===== src/hw/rtl/ttc_pkg.sv =====
// Shared types and constants of the triangle tangent calculator.
package ttc_pkg;

  localparam int unsigned PW  = 32;        // position width
  localparam int unsigned TW  = 24;        // texture coordinate and scale width
  localparam int unsigned EW  = PW + 1;    // edge vector width
  localparam int unsigned UW  = TW + 1;    // uv delta width
  localparam int unsigned PPW = 2 * UW;    // uv delta product width
  localparam int unsigned GW  = PPW + 1;   // determinant width
  localparam int unsigned GLW = 26;        // low slice of |g| per partial product
  localparam int unsigned GHW = GW - GLW;  // high slice of |g|
  localparam int unsigned MW  = UW + EW;   // numerator product width
  localparam int unsigned NW  = MW + 1;    // numerator width
  localparam int unsigned DW  = TW + GW;   // divisor width
  localparam int unsigned QW  = 33;        // quotient width
  localparam int unsigned OW  = 32;        // tangent width
  localparam int unsigned QSTEPS = 32;     // quotient bits below the integer one
  localparam int unsigned BCW = $clog2(QSTEPS);

  localparam int unsigned IN_DW  = 3 * PW + 2 * TW;
  localparam int unsigned OUT_DW = 3 * OW;
  localparam int unsigned CIW    = 2;

  localparam int unsigned FIFO_DEPTH_DEF = 2;

  localparam logic [TW-1:0] UV_SCALE_RST = TW'(65536);
  localparam logic [QW-1:0] Q_OVER       = QW'(64'h1_0000_0000);
  localparam logic [QW-1:0] Q_NEG_MAX    = QW'(64'h0_8000_0000);
  localparam logic [QW-1:0] Q_POS_MAX    = QW'(64'h0_7FFF_FFFF);

  // Configuration register indexes.
  typedef enum logic [CIW-1:0] {
    REG_UV_SCALE  = 2'd0,
    REG_UV_OFFSET = 2'd1,
    REG_WINDING   = 2'd2
  } cfg_reg_e;

  // One triangle handed from the front to the back.
  typedef struct packed {
    logic [2:0][EW-1:0] e1;
    logic [2:0][EW-1:0] e2;
    logic [UW-1:0]      du1;
    logic [UW-1:0]      dv1;
    logic [UW-1:0]      du2;
    logic [UW-1:0]      dv2;
    logic [TW-1:0]      scale;
  } job_t;

endpackage


===== src/hw/rtl/ttc_fifo.sv =====
// Short triangle queue between the front and the back.
module ttc_fifo #(
  parameter int unsigned Depth = ttc_pkg::FIFO_DEPTH_DEF
) (
  input  logic          clk_i,
  input  logic          rst_ni,
  input  logic          push_i,
  input  ttc_pkg::job_t wr_data_i,
  input  logic          pop_i,
  output ttc_pkg::job_t rd_data_o,
  output logic          full_o,
  output logic          empty_o
);
  import ttc_pkg::*;

  localparam int unsigned PtrW = (Depth > 1) ? $clog2(Depth) : 1;
  localparam int unsigned CntW = $clog2(Depth + 1);

  job_t            mem_q [Depth];
  logic [PtrW-1:0] wr_ptr_q, rd_ptr_q;
  logic [CntW-1:0] cnt_q;

  assign full_o    = (cnt_q == CntW'(Depth));
  assign empty_o   = (cnt_q == '0);
  assign rd_data_o = mem_q[rd_ptr_q];

  // Store a pushed triangle.
  always_ff @(posedge clk_i) begin
    if (push_i) begin
      mem_q[wr_ptr_q] <= wr_data_i;
    end
  end

  // Advance pointers and occupancy.
  always_ff @(posedge clk_i or negedge rst_ni) begin
    if (!rst_ni) begin
      wr_ptr_q <= '0;
      rd_ptr_q <= '0;
      cnt_q    <= '0;
    end else begin
      if (push_i) begin
        wr_ptr_q <= (wr_ptr_q == PtrW'(Depth - 1)) ? '0 : wr_ptr_q + 1'b1;
      end
      if (pop_i) begin
        rd_ptr_q <= (rd_ptr_q == PtrW'(Depth - 1)) ? '0 : rd_ptr_q + 1'b1;
      end
      if (push_i && !pop_i) begin
        cnt_q <= cnt_q + 1'b1;
      end else if (pop_i && !push_i) begin
        cnt_q <= cnt_q - 1'b1;
      end
    end
  end

endmodule


===== config.mk =====
export PLATFORM = sky130hd
export DESIGN_NAME = ttc_fifo
export DESIGN_NICKNAME = d
export VERILOG_FILES = /design/src/hw/rtl/ttc_pkg.sv /design/src/hw/rtl/ttc_fifo.sv
export SDC_FILE = /design/constraint.sdc
export NUM_CORES = 1
export LEC_CHECK = 0
export BUFFER_PORTS_ARGS = -buffer_cell sky130_fd_sc_hd__buf_2
export CORE_ASPECT_RATIO = 0.9
export CORE_MARGIN = 2
export CORE_UTILIZATION = 40
export CTS_CLUSTER_DIAMETER = 150
export DETAILED_ROUTE_END_ITERATION = 8
export MAX_ROUTING_LAYER = met4
export PLACE_DENSITY = 0.71
export SETUP_SLACK_MARGIN = 0.5
export SLEW_MARGIN = 20
export SYNTH_ARGS = -nofsm -noshare
export SYNTH_HDL_FRONTEND = slang
export SYNTH_SLANG_ARGS = --single-unit

===== constraint.sdc =====
create_clock -name clk_i -period 19.5 [get_ports clk_i]
set_input_delay 5.85 -clock clk_i [delete_from_list [all_inputs] [get_ports clk_i]]
set_output_delay 5.85 -clock clk_i [all_outputs]
set_load 0.02 [all_outputs]

# Word-level counts from Yosys, hierarchy flattened
# Memory sizes are Yosys's and may differ from the RTL's.
# Cells that the tools add are included.
word_totals:
  elab_cells: 21
  ff_bits: 4
  n_memories: 1
  latchBits: 0
  ram_bits: 644
  mem_bits_ro: 0
  output_inout_bits: 324
op_classes:
  n_bitwise: 0
  n_mux: 6
  addsub: 4
  n_lt_le_gt_ge: 0
  div: 0
  n_eq_ne: 1
  mul: 0
  reduce_logical: 6
  n_shift: 0
memory_table:
  columns: ["memory", "words", "width", "rd", "rd_clocked_by_memory_dff", "wr", "line", "rtl"]
  rows:
  - ["mem_q", 2, 322, 1, 0, 1, "ttc_fifo.sv:19", "job_t mem_q [Depth];"]
ops:
  columns: ["cell", "count"]
  rows:
  - ["$mux 1", 4]
  - ["$mux 2", 2]
  - ["$add 1x1->1 const B", 2]
  - ["$add 2x1->2 const B", 1]
  - ["$eq 2x2->1 const B", 1]
  - ["$logic_and 1x1->1", 2]
  - ["$logic_not 1->1", 2]
  - ["$logic_not 2->1", 1]
  - ["$reduce_bool 2->1", 1]
  - ["$sub 2x1->2 const B", 1]

# Logic depth before layout (Yosys ltp)
logic_depth:
  depth_word: 4
  depth_mapped: 5
  mapped_depth_nobuf: 5

# Least setup slack after synthesis
# Ideal clock, no wire load.
synth_timing:
  kind: "input-to-reg"
  startpoint: "input port push_i"
  endpoint: "memory mem_q[0][0] (netlist name) (enable)"
  cell_stages: 1
  t_arrival_ns: 19.685
  slack_ns: -1.235
  path_buffers: 0
  required_ns: 18.449
  path_cell_list: "nor2b_1"
synth_between:
  elab_chain_len: 2
synth_lines:
  columns: ["element", "line", "rtl"]
  rows:
  - ["start, declared", "ttc_fifo.sv:7", "input logic push_i,"]
  - ["$mux 1", "ttc_fifo.sv:29", "if (push_i) begin"]
  - ["$mux 1 (implied by the code)", "ttc_fifo.sv:30", "mem_q[wr_ptr_q] <= wr_data_i;"]
  - ["end, declared", "ttc_fifo.sv:19", null]
# Every way passes these cells.

==> metrics.txt <==
maxcap violations 0; vias per cell 4.70; Syn Area/Cell 24.1 um2; Setup violations, final 0; total congestion overflow 0; H-tree levels 2; post-synth net total 1345; Pwr Density 153 mW/mm2; Filler Cell Count 4922; die width 265 um; GP Congestion 0.869; main combinational cell family by area after synthesis multiplexers; status finished clean; Reg area 0.0194 mm2; via count 12.1k; Worst R2R Start wr_ptr_q; Buffers on Ports 649; Final Max Tran Viols 0; total of warnings raised by yosys 0; hold path startpoint cnt_q[1]; fraction of synthesized area in multiplexers 18.9%; final setup TNS 0 ns; Post-Syn Area 0.0245 mm2; compound-gate portion of the synthesized area 0%; RSZ-0062 raised after global routing false; Worst-path clk slew 0.06 ns; Detailed Route WL 52.6 mm; clk buf depth 3; M3 GR Usage 4.35%; Worst Setup SP rd_ptr_q; Placement Setup Slack 10.36 ns; TritonCTS clock tree yes; CTS buffer count 61; crit end category output port; Crit Path Class reg -> out; initial antenna violation count 23; Initial Utilization 40.3%; per-cell routed wire length 20.5 um; Vert. Die Dim 239 um; Core Region 0.0609 mm2; worst vdd ir 0.107 mV; DPL Wire Length 36.8 mm; clk root buf clkbuf_16; fin crit share 49.9%; f_max 103 MHz; crit-path max FO 60; Unique masters post-synth 13; largest net degree at the start of global routing 177; Core Rows 86; Synth Area in Simple Gates 0.107%; post-CTS setup buffer count 0; Worst Tran Pin Value 1.28 ns; adder-cell area share of the yosys netlist 0.0510%; DRT Pass-1 Iters 5; Area Growth Syn to Fin 24.2%; min Tclk post-route 9.73 ns; GR Layer Usage met2 27.5%; busiest grt layer met2; sequential share of the synthesized area 79.2%; Final WS setup 9.77 ns; Tot Pwr 4.68 mW; Worst setup SP type flip-flop; Remaining DRCs 0; initial DRC count 874; die area 0.0633 mm2; Nets 2032; Hold Buf Count CTS 0; Data arrival, critical path 3.88 ns; GRT Overall Usage 15.9%; Post-Synth XOR/XNOR Area 0.178%; Cell Count, Final, Fillers Out 2567; leakage 12.1 nW; fraction of layout cells with a size suffix above 1 61.3%; Routed Antenna Nets 0; Slew headroom 14.7%; first-pass GRT wire length 73.9 mm; clk sink count 648; vias in the first global route 12.5k; Clock Latency Late Sink 0.61 ns; grt met1 use 17.5%; Top Ports 650; Mapped Cells 1018; hold crit path type reg -> reg; area taken by multi-input logic gates 0.00473 mm2; CTS-repair resized insts 0; #FFs+latches synth 648; Post-Place Cells 2434; final-report hold violation count 0; Post-Route Skew 0.0182 ns; Worst EP required 13.65 ns; hold_ws 0.492 ns
[registers in the layout, indices dropped and copies added, names as in the netlist]
register / cells
mem_q: 644
cnt_q: 2
rd_ptr_q: 1
wr_ptr_q: 1
[kinds of logic after synthesis]
kind of cell               count (synthesis)
muxes                                    322
DFF                                      648
buffers and inverters                     37
xor gates and xnor gates                   5
adders and majority gates                  1
and+or+nand+nor                            5
[stage by stage]
step                area (um2)  utilization [%]
finish                   30500             50.0
global route             30500             50.0
CTS                      30400             50.0
detailed placement       28500             46.8
global placement         28500             46.8
floorplan                24500                -
[placed cells by master, fill, tap and decap left out]
master / count
xnor2_1: 1
buf_2: 649
nor2b_4: 1
nor2_1: 2
buf_4: 9
ha_1: 1
edfxtp_1: 644
nor2b_1: 1
dfrtp_1: 3
dfrtp_4: 1
clkinvlp_4: 4
xor2_1: 4
clkinv_2: 15
bufinv_16: 5
clkbuf_16: 61
mux2_4: 270
inv_1: 1
and2_4: 1
clkbuf_1: 9
mux2_2: 52
inv_6: 3
buf_12: 2
diode_2: 22
clkinv_1: 13
clkinv_4: 1
[layout make-up]
type | instances | area share [%]
clock inverter | 41 | 1.11
antenna | 22 | 0.181
tap | 792 | 3.25
sequential | 648 | 63.8
clock buffer | 70 | 5.12
timing repair buffer | 660 | 11.0
multi-input combinational | 333 | 15.5
inverter | 1 | 0.0123
[routing by layer]
| metal | wire [um] | part of all wire, % |
|---|---|---|
| met5 | 0 | 0 |
| met4 | 1530 | 2.9 |
| met3 | 3730 | 7.1 |
| met2 | 27900 | 53 |
| met1 | 19500 | 37 |
[where the power goes]
| group | internal, mW | leakage, nW | total [mW] | switching (mW) |
|---|---|---|---|---|
| logic | 0.689 | 5.09 | 1.61 | 0.916 |
| registers | 1.85 | 6.09 | 1.94 | 0.0874 |
| clock network | 0.637 | 0.930 | 1.13 | 0.493 |
| total | 3.18 | 12.1 | 4.68 | 1.50 |
[path summary, 6_finish.rpt]
check                                 endpoint  slack (ns)  depth (start not counted)
worst max-delay path            rd_data_o[117]        9.77                          4
worst min-delay path                  cnt_q[1]        0.49                          1
worst max register to register   mem_q[1][172]       16.04                          3
worst min register to register        cnt_q[1]        0.49                          1
max in group asynchronous             rd_ptr_q       14.34                          1
min in group asynchronous             rd_ptr_q        5.03                          1
[critical path, cell delays in order (launching register included)]
cell and delay, ns:
dfrtp_4 0.89, buf_4 0.78, buf_4 0.93, mux2_4 0.36
buf_2 0.16
[cell usage after synthesis]
master      n  area [um2]
buf_2       5        25.0
inv_1       1        3.75
mux2_4    270        4050
dfrtp_1     4         100
xnor2_1     1        8.76
nor2b_1     2        12.5
xor2_1      4        35.0
nor2_1      2        7.51
mux2_2     52         586
buf_6      31         349
edfxtp_1  644       19300
and2_1      1        6.26
ha_1        1        12.5
Note: power is estimated with default switching activity, not from simulation.
